## config.mk

```make
export PLATFORM = sky130hd
export DESIGN_NAME = i2c_slave_transfer_fsm
export DESIGN_NICKNAME = d
export VERILOG_FILES = /design/src/sv/i2cst_pkg.sv /design/src/sv/i2c_slave_transfer_fsm.sv
export SDC_FILE = /design/constraint.sdc
export NUM_CORES = 1
export LEC_CHECK = 0
export ABC_AREA = 1
export BUFFER_PORTS_ARGS = -buffer_cell sky130_fd_sc_hd__buf_2
export CAP_MARGIN = 25
export CORE_MARGIN = 1.5
export CORE_UTILIZATION = 50
export CTS_CLUSTER_DIAMETER = 150
export DETAILED_ROUTE_END_ITERATION = 12
export MAX_ROUTING_LAYER = met4
export PLACE_DENSITY = 0.8
export SYNTH_ARGS = -nofsm -noshare
export SYNTH_HDL_FRONTEND = slang
export SYNTH_SLANG_ARGS = --single-unit
export TNS_END_PERCENT = 5
```

## constraint.sdc

```tcl
create_clock -name aclk -period 2.32 [get_ports aclk]
set_input_delay 0.348 -clock aclk [delete_from_list [all_inputs] [get_ports aclk]]
set_output_delay 0.348 -clock aclk [all_outputs]
set_load 0.005 [all_outputs]
```

## src/sv/i2cst_pkg.sv

```systemverilog
// package: transaction layouts, phase codes and counter constants for the i2c slave fsm
`timescale 1ns / 1ps

package i2cst_pkg;

    // bus widths, whole bytes
    localparam int IN_W  = 16;
    localparam int OUT_W = 16;

    // phase codes
    localparam logic [2:0] PH_IDLE     = 3'd0;
    localparam logic [2:0] PH_ADDR     = 3'd1;
    localparam logic [2:0] PH_ADDR_ACK = 3'd2;
    localparam logic [2:0] PH_WRITE    = 3'd3;
    localparam logic [2:0] PH_WR_ACK   = 3'd4;
    localparam logic [2:0] PH_READ     = 3'd5;
    localparam logic [2:0] PH_RD_ACK   = 3'd6;
    localparam logic [2:0] PH_ERROR    = 3'd7;

    // bit counter marks
    localparam logic [3:0] LAST_DATA_BIT = 4'd7;
    localparam logic [3:0] ACK_BIT       = 4'd8;
    localparam logic [3:0] COUNT_CLEAR   = 4'd15;

    // input transaction, lowest field last
    typedef struct packed {
        logic [6:0] pad;
        logic       soft_clear;
        logic       addr_nack;
        logic       rw_bit;
        logic       scl_fall;
        logic       scl_rise;
        logic       scl_level;
        logic       sda_fall;
        logic       sda_rise;
        logic       sda_level;
    } in_item_t;

    // result transaction, lowest field last
    typedef struct packed {
        logic       ack_done;
        logic       bus_error;
        logic       in_read_ack;
        logic       in_write_ack;
        logic       in_write_byte;
        logic       in_read_byte;
        logic       in_addr_ack;
        logic       in_addr_byte;
        logic [7:0] state_onehot;
    } out_item_t;

endpackage

```

## src/sv/i2c_slave_transfer_fsm.sv

```systemverilog
// top level: i2c slave transfer state machine with registered input and result stages
`timescale 1ns / 1ps

// I2C slave transfer state machine.
// The s_ channel carries one transaction per system clock with the sampled
// SDA/SCL levels and edge flags, the received direction bit, an address
// mismatch flag and a soft clear. The m_ channel returns one transaction for
// each input: the one-hot phase and phase strobes as held before that input,
// plus ack_done (SCL rise on the acknowledge bit).
// An accepted input passes the input register, then the phase/counter update
// into the result register, where m_tvalid rises; a full result register that
// m_tready does not drain holds it in the input register. The block takes one
// transaction per cycle while the receiver does not stall it.
// s_tready stays high while the result register is empty or being drained, so
// a new input is taken even while a finished result waits on m_tready. When
// the receiver stalls, the result holds and one more input is buffered, after
// which s_tready drops.
// Reset (aresetn low, synchronous) empties both stages, sets the phase to
// idle and the bit counter to 15.
module i2c_slave_transfer_fsm (
    input  logic                         aclk,
    input  logic                         aresetn,
    input  logic                         s_tvalid,
    output logic                         s_tready,
    // sda_level, sda_rise, sda_fall, scl_level, scl_rise, scl_fall, rw_bit,
    // addr_nack, soft_clear, zero fill
    input  logic [i2cst_pkg::IN_W-1:0]   s_tdata,
    output logic                         m_tvalid,
    input  logic                         m_tready,
    // state_onehot[7:0], in_addr_byte, in_addr_ack, in_read_byte,
    // in_write_byte, in_write_ack, in_read_ack, bus_error, ack_done
    output logic [i2cst_pkg::OUT_W-1:0]  m_tdata
);
    import i2cst_pkg::*;

    logic             in_valid_reg;
    in_item_t         in_item_reg;
    logic             out_valid_reg;
    out_item_t        out_item_reg;
    logic [2:0]       phase_reg;
    logic [2:0]       phase_next;
    logic [3:0]       cnt_reg;
    logic [3:0]       cnt_next;
    logic             advance;
    logic             start;
    logic             stop;
    logic             byte_done;
    logic             ack_done;
    out_item_t        result;

    // stage handshake
    assign advance  = in_valid_reg && (!out_valid_reg || m_tready);
    assign s_tready = !in_valid_reg || advance;
    assign m_tvalid = out_valid_reg;
    assign m_tdata  = out_item_reg;

    // bus conditions from the buffered transaction
    assign start     = in_item_reg.sda_fall && in_item_reg.scl_level;
    assign stop      = in_item_reg.sda_rise && in_item_reg.scl_level;
    assign byte_done = in_item_reg.scl_rise && (cnt_reg == LAST_DATA_BIT);
    assign ack_done  = in_item_reg.scl_rise && (cnt_reg == ACK_BIT);

    // result fields from the held phase
    always_comb begin
        result               = '0;
        result.state_onehot  = 8'b1 << phase_reg;
        result.in_addr_byte  = (phase_reg == PH_ADDR);
        result.in_addr_ack   = (phase_reg == PH_ADDR_ACK);
        result.in_read_byte  = (phase_reg == PH_READ);
        result.in_write_byte = (phase_reg == PH_WRITE) || (phase_reg == PH_ADDR);
        result.in_write_ack  = (phase_reg == PH_WR_ACK) || (phase_reg == PH_ADDR_ACK);
        result.in_read_ack   = (phase_reg == PH_RD_ACK);
        result.bus_error     = (phase_reg == PH_ERROR);
        result.ack_done      = ack_done;
    end

    // phase transitions
    always_comb begin
        phase_next = phase_reg;
        unique case (phase_reg)
            PH_IDLE: begin
                if (start) phase_next = PH_ADDR;
            end
            PH_ADDR: begin
                if (byte_done)  phase_next = PH_ADDR_ACK;
                else if (stop)  phase_next = PH_ERROR;
            end
            PH_ADDR_ACK: begin
                if (in_item_reg.addr_nack)  phase_next = PH_IDLE;
                else if (ack_done)          phase_next = in_item_reg.rw_bit ? PH_READ : PH_WRITE;
                else if (start || stop)     phase_next = PH_ERROR;
            end
            PH_WRITE: begin
                if (byte_done)   phase_next = PH_WR_ACK;
                else if (start)  phase_next = PH_ADDR;
                else if (stop)   phase_next = PH_IDLE;
            end
            PH_WR_ACK: begin
                if (ack_done)               phase_next = PH_WRITE;
                else if (start || stop)     phase_next = PH_ERROR;
            end
            PH_READ: begin
                if (byte_done)   phase_next = PH_RD_ACK;
                else if (start)  phase_next = PH_ADDR;
                else if (stop)   phase_next = PH_IDLE;
            end
            PH_RD_ACK: begin
                // master nack ends the read
                if (ack_done)           phase_next = in_item_reg.sda_level ? PH_IDLE : PH_READ;
                else if (start || stop) phase_next = PH_ERROR;
            end
            default: begin
                phase_next = PH_IDLE;
            end
        endcase
        if (in_item_reg.soft_clear) phase_next = PH_IDLE;
    end

    // bit counter update
    always_comb begin
        cnt_next = cnt_reg;
        if (in_item_reg.soft_clear || ack_done || start) cnt_next = COUNT_CLEAR;
        else if (in_item_reg.scl_fall)                   cnt_next = cnt_reg + 4'd1;
    end

    // control registers
    always_ff @(posedge aclk) begin
        if (!aresetn) begin
            in_valid_reg  <= 1'b0;
            out_valid_reg <= 1'b0;
            phase_reg     <= PH_IDLE;
            cnt_reg       <= COUNT_CLEAR;
        end else begin
            if (s_tready) in_valid_reg <= s_tvalid;
            if (advance) begin
                out_valid_reg <= 1'b1;
                phase_reg     <= phase_next;
                cnt_reg       <= cnt_next;
            end else if (m_tready) begin
                out_valid_reg <= 1'b0;
            end
        end
    end

    // payload registers
    always_ff @(posedge aclk) begin
        if (s_tready && s_tvalid) in_item_reg <= in_item_t'(s_tdata);
        if (advance)              out_item_reg <= result;
    end

    // result always shows exactly one phase
    assert property (@(posedge aclk) disable iff (!aresetn)
        m_tvalid |-> $onehot(out_item_reg.state_onehot))
        else $error("state_onehot is not one-hot");

    // soft clear returns phase and counter to their reset values
    assert property (@(posedge aclk) disable iff (!aresetn)
        (advance && in_item_reg.soft_clear) |=> (phase_reg == PH_IDLE && cnt_reg == COUNT_CLEAR))
        else $error("soft clear did not reset phase and counter");

    // an acknowledge clock reloads the counter
    assert property (@(posedge aclk) disable iff (!aresetn)
        (advance && ack_done) |=> (cnt_reg == COUNT_CLEAR))
        else $error("counter not reloaded after ack");

    // a buffered input is never dropped while the result stage is blocked
    assert property (@(posedge aclk) disable iff (!aresetn)
        (in_valid_reg && !advance) |=> (in_valid_reg && $stable(in_item_reg)))
        else $error("buffered input lost during stall");

endmodule

```

==> out/summary.txt, run 1 <==
status = complete, no violations
post-layout util = 0.610
power per cell area = 591 mW/mm2
fin crit share = 0.683
Post-synth ARST share = 0
Max IR drop VDD = 409 uV
RSZ-0062 raised after global routing = false
sequential fraction of the synthesis area = 0.560
worst min-delay path startpoint = s_tdata[2]
syn_area_per_cell = 9.90 um2
startpoint types = register
Logic pwr share = 0.105
clock sinks = 34
Tot GR Track Use = 0.178
Synth Flop Type = edfxtp_1
TNS Setup = 0 ns
Clock power frac = 0.267
switching power share of the total = 0.245
crit path launch = cnt_reg[0]
largest net degree at the start of global routing = 17
Clk Latency, worst-skew pair = 0.34 ns
max_cap viols = 0
Iter 0 DRT Violations = 25
Via density = 4.83
share of layout cells above drive strength 1 = 0.304
Die Span Y = 60.7 um
RR Startpoint = cnt_reg[0]
FMAX = 631 MHz
CTS tree = done
Pint = 0.844 mW
Vias = 1198
global-route wire length before repair = 4.42 mm
CTS Buf Count = 5
Area Growth Syn to Fin = 13.8%
crit path max fanout = 6
hold buffer count at CTS = 0
Worst Max-Slew Pin Slew = 0.470 ns
die area = 0.00368 mm2
normalized max-slew margin = 0.686
Final Wtd Congestion = 0.906
clk slew on worst S/H paths = 0.10 ns
total congestion overflow = 0
Die W = 60.7 um
row count = 20
R2R Setup Slk = 0.73 ns
final hold violation count = 0
vias in the first global route = 1056
setup bufs post-CTS = 0
Detail Route Antenna Nets = 0
# port buffers = 30
Hold WC Path Type = in -> reg
Post-synth EDFFs = 25
Power Total = 1.12 mW
design area = 0.00189 mm2
Pre-antenna DRT Iters = 5
Ports = 38
CP Class = reg -> reg
switching power = 0.274 mW
register share of total power = 0.628
cells after synthesis = 168
Cell Area, Synth = 0.00166 mm2
wire per inst = 10.8 um
DRC Markers = 0
HPWL Detailed = 2.06 mm
worst path required time = 2.55 ns
post-synthesis cell type count = 27
Seq cells post-synth = 34
antenna cells = 0
Post-Syn Nets = 190
CTS root buffer = clkbuf_4
Final setup viols = 0
post-CTS sizing = 0
LEAKAGE = 0.899 nW
dpl ws = 0.758 ns
final count of pins violating max slew = 0
Initial Utilization = 0.536
Core ar. = 0.00310 mm2
final worst setup slack = 0.735 ns
H-Tree Depth = 2
post-route minimum period = 1.59 ns
initial antenna violation count = 0
worst clock skew = 0.00902 ns
clk buf depth = 2
post-placement cell area = 0.00184 mm2
Yosys Warn Count = 0
CP Capture Type = register
total length of routed wires = 2.67 mm
crit path DAT = 1.82 ns
max reg flops = 16
NumNets Final = 225
==> layout by cell type (no fill, tap or decap), drive strengths merged <==
master / instances
nand3: 13
ha: 2
xor2: 3
dfxtp: 9
nor2: 11
o211ai: 2
nand2: 50
o21ai: 6
clkinv: 2
nand3b: 1
edfxtp: 25
nor3: 5
clkbuf: 6
inv: 26
a21oi: 10
buf: 31
nand4: 1
o21a: 1
==> synthesized netlist by cell type (3+ instances only) <==
cell type,n,area share
nand2_1,44,0.099
edfxtp_1,25,0.45
inv_1,18,0.041
a21oi_1,9,0.027
dfxtp_1,9,0.11
nand3_1,9,0.027
nor2_1,7,0.016
inv_2,5,0.011
nand2_2,4,0.015
nor2_2,4,0.015
buf_6,3,0.020
nor3_1,3,0.0090
o21ai_0,3,0.0090
o21ai_1,3,0.0090
xor2_1,3,0.016
==> area by class of cell <==
class | count | area [um2]
Sequential cell | 34 | 931
Fill cell | 293 | 1210
Tap cell | 44 | 55.1
Multi-Input combinational cell | 105 | 591
Timing Repair Buffer | 31 | 158
Inverter | 26 | 108
Clock buffer | 6 | 41.3
Clock inverter | 2 | 8.76
==> critical path, stage by stage, from the launching register on <==
cell	delay [ns]
dfxtp_1	0.41
inv_1	0.06
ha_1	0.19
nand2_1	0.09
inv_1	0.07
nand2_2	0.15
nand3_4	0.11
nand2_4	0.08
nand2_4	0.06
nand2_2	0.06
xor2_1	0.14
nand2_1	0.06
==> stage by stage <==
step,cells,hold WS (ns)
after floorplan,168,0.447
after global placement,240,0.483
after detailed placement,240,0.496
after CTS,248,0.164
after global routing,248,0.152
final,248,0.169
==> logic make-up after synthesis <==
family,synth area share
simple gates,0.256
fa+ha+maj,0.0150
xor+xnor,0.0158
flops,0.560
compound gates,0.0685
buf+inv,0.0850
==> worst paths after layout <==
kind	to	cells past startpoint
worst max-delay path	cnt_reg[2]	11
worst min-delay path	in_item_reg[2]	1
worst min register to register	m_tvalid	2
worst max register to register	cnt_reg[2]	11
==> layer usage <==
metal | global-route usage | up-vias | wire, um
met3 | 0.0448 | 6 | 172
met4 | 0.112 | 0 | 54
met1 | 0.203 | 528 | 1180
met2 | 0.278 | 39 | 1260
met5 | - | - | 0
li1 | - | 625 | -
==> power groups by stage <==
stage / sequential [mW] / combinational [mW] / clock [mW]
floorplan: 0.713 / 0.0829 / 0
global placement: 0.715 / 0.115 / 0
detailed placement: 0.717 / 0.117 / 0
CTS: 0.703 / 0.118 / 0.307
global route: 0.707 / 0.133 / 0.324
finish: 0.703 / 0.117 / 0.299
Note: power is estimated with default switching activity, not from simulation.
==> inputs of run 2 (changes only) <==
Settings changed: ABC_AREA 1 to 0, CORE_UTILIZATION 50 to 47, PLACE_DENSITY 0.8 to 0.79.
Clock period 2.32 ns to 1.4 ns, I/O delays scaled along.
==> run 2 against run 1 <==
The run now ends with negative setup slack left. Maximum frequency decreased by 0.27%. Synthesized cell count decreased by 23%. Via count increased by 3.7%. Critical endpoint is now phase_reg[2]. Area after synthesis decreased by 5.2%. Clock-buffer cell count increased by 1. Register-to-register slack got worse by 0.92 ns. Routed wire length increased by 13%. Final area increased by 11%.
==> out/summary.txt, run 2 <==
Max IR drop VDD = 747 uV (+82%)
dpl cells = 220 (-8.3%)
Yosys Warn Count = 0 (unchanged)
Pint = 1.58 mW (+88%)
Hold WC Path Type = in -> reg
CTS Buf Count = 5 (unchanged)
top cells by area, synth = edfxtp_1, dfxtp_1, nand2_1
CP Capture Type = register
FMAX = 629 MHz (-0.27%)
H-Tree Depth = 2 (unchanged)
Fillers = 240 (-18%)
failing checks = negative setup slack
Iter 0 DRT Violations = 34 (+36%)
Pre-antenna DRT Iters = 4 (-1)
switching power share of the total = 0.207 (-0.0385)
Post-Syn Nets = 152 (-20%)
power per cell area = 950 mW/mm2 (+61%)
final worst setup slack = -0.189 ns (-0.924 ns)
total length of routed wires = 3.03 mm (+13%)
largest net degree at the start of global routing = 12 (-5)
Post-synth EDFFs = 25 (unchanged)
Ports = 38 (unchanged)
post-synthesis cell type count = 44 (+63%)
CTS tree = done
sequential fraction of the synthesis area = 0.590 (+0.0307)
final count of pins violating max slew = 0 (unchanged)
register area = 940 um2 (+0.94%)
worst path required time = 1.63 ns (-0.92 ns)
RSZ-0062 raised after global routing = true
Worst Max-Slew Pin Slew = 0.409 ns (-0.0613 ns)
fin crit share = 1.14 (+0.452)
LEAKAGE = 0.885 nW (-1.6%)
antenna cells = 0 (unchanged)
max reg flops = 16 (unchanged)
crit path launch = cnt_reg[1]
most frequent cell after synthesis = edfxtp_1
Final Wtd Congestion = 0.965 (+6.6%)
Power Total = 2.00 mW (+79%)
most frequent cells in the layout = buf_2, buf_4, edfxtp_1, nand2_1
row count = 20 (unchanged)
Core ar. = 0.00313 mm2 (+0.81%)
wire per inst = 13.0 um (+21%)
Post-synth ARST share = 0 (unchanged)
R2R Setup Slk = -0.19 ns (-0.92 ns)
Tot GR Track Use = 0.199 (+0.0215)
cells after synthesis = 130 (-23%)
Synth Flop Type = edfxtp_1
Clk Latency, worst-skew pair = 0.33 ns (about the same)
status = complete, but fails checks
Finished Layout Cells = 233 (-6.0%)
Yosys top cell by area = edfxtp_1
total congestion overflow = 0 (unchanged)
Die Span Y = 60.9 um (+0.40%)
Multi-input gate area = 636 um2 (+7.6%)
CP Class = reg -> reg
Vias = 1242 (+3.7%)
Seq cells post-synth = 34 (unchanged)
Die W = 60.9 um (+0.40%)
normalized max-slew margin = 0.727 (+0.0409)
Area Growth Syn to Fin = 33.3%
Logic pwr share = 0.088 (-0.017)
worst clock skew = 0.00723 ns (-0.00179 ns)
hold buffer count at CTS = 0 (unchanged)
clk buf depth = 2 (unchanged)
RR Startpoint = cnt_reg[1]
Synth top area share = 0.476 (+0.0247)
DRC Markers = 0 (unchanged)
syn_area_per_cell = 12.1 um2 (+23%)
crit path DAT = 1.82 ns (about the same)
vias in the first global route = 1186 (+12%)
initial antenna violation count = 0 (unchanged)
share of layout cells above drive strength 1 = 0.481 (+0.178)
crit path max fanout = 4 (-2)
final hold violation count = 0 (unchanged)
worst reg-to-reg path cell count = 6 (-5)
post-route minimum period = 1.59 ns (+0.00423 ns)
post-layout util = 0.672 (+0.0623)
Clock power frac = 0.340 (+0.073)
Final setup viols = 5 (+5)
max_cap viols = 0 (unchanged)
die area = 0.00371 mm2 (+0.81%)
commonest non-fill, non-tap cell in the layout = buf_2
crit path capture = phase_reg[2]
Cell Area, Synth = 0.00158 mm2 (-5.2%)
global-route wire length before repair = 5.11 mm (+16%)
NumNets Final = 210 (-6.7%)
clk slew on worst S/H paths = 0.09 ns (about the same)
startpoint types = register
worst reg2reg path endpoint = phase_reg[2]
switching power = 0.413 mW (+51%)
Detail Route Antenna Nets = 0 (unchanged)
clock sinks = 34 (unchanged)
Via density = 5.33 (+10%)
register share of total power = 0.572 (-0.056)
HPWL Detailed = 2.11 mm (+2.5%)
# port buffers = 30 (unchanged)
Initial Utilization = 0.504 (-0.0319)
Post-synth top cells = edfxtp_1, nand2_1, dfxtp_1
CTS root buffer = clkbuf_4
==> run 2: changes by cell type after synthesis, moves of 4 or more <==
cell / delta
nor2b_1: +4
nor3b_1: +5
nor2_2: -4
inv_2: -5
inv_1: -14
nand3_1: -7
buf_2: +5
nand2_2: -4
nand2_1: -30
==> run 2: through the flow <==
stage / TNS (ns) / area, um2 / setup WS [ns] / hold WS (ns)
after floorplan: -0.121 / 1590 / -0.0579 / 0.309
after global placement: -0.431 / 1940 / -0.153 / 0.387
after detailed placement: -0.615 / 1940 / -0.227 / 0.389
after CTS: -0.489 / 2080 / -0.152 / 0.0335
after global routing: -1.18 / 2100 / -0.261 / 0.0152
final: -0.576 / 2100 / -0.189 / 0.0445
==> run 2: logic make-up (layout without fill, tap and decap cells) <==
family	Yosys count	after routing	share of synthesized area
and+or+nand+nor	53	53	0.228
DFF	34	34	0.590
AOI/OAI and AO/OA	27	27	0.121
buffers and inverters	13	72	0.0389
adders and majority gates	3	3	0.0222
==> run 2: what timing repair did <==
action,4_1_cts,5_1_grt
pin swaps,7,4
setup buffers,4,1
endpoints found under the setup margin,5,18
gates resized for setup,8,6
==> run 2: area by class of cell <==
class,count,area share
Tap cell,44,0.0262
Inverter,5,0.0101
Timing Repair Buffer,59,0.179
Clock inverter,1,0.0143
Multi-Input combinational cell,83,0.302
Sequential cell,34,0.447
Clock buffer,7,0.0214
==> run 2: worst max-delay path: stages, from the launching register on <==
cell	delay, ns
dfxtp_4	0.38
ha_4	0.13
nand4b_1	0.22
o31a_1	0.33
o211ai_1	0.10
nand3_1	0.11
a32o_1	0.22
==> run 2: power by group through the flow <==
stage          clock network, mW  registers, mW  logic [mW]
2_1_floorplan                  0           1.16      0.0895
3_3_place_gp                   0           1.16       0.157
3_5_place_dp                   0           1.17       0.162
4_1_cts                    0.697           1.14       0.171
5_1_grt                    0.744           1.15       0.196
6_report                   0.679           1.14       0.177
==> run 2: per-layer routing <==
layer / share of wire / up-vias / wire [um] / global-route usage
met3: 0.067 / 14 / 203 / 0.0640
met5: 0 / - / 0 / -
met1: 0.41 / 576 / 1240 / 0.215
met4: 0.031 / 0 / 93 / 0.106
li1: - / 597 / - / -
met2: 0.49 / 55 / 1490 / 0.326
==> run 2: worst min-delay path by stage <==
stage | from | endpoint | slack (ns) | cells after the start
after global placement | s_tdata[8] | in_item_reg[8] | 0.39 | 1
after floorplan | s_tdata[0] | in_item_reg[0] | 0.31 | 0
after CTS | s_tdata[0] | in_item_reg[0] | 0.03 | 1
after detailed placement | s_tdata[1] | in_item_reg[1] | 0.39 | 1
after global routing | s_tdata[7] | in_item_reg[7] | 0.02 | 1
final | s_tdata[7] | in_item_reg[7] | 0.04 | 1
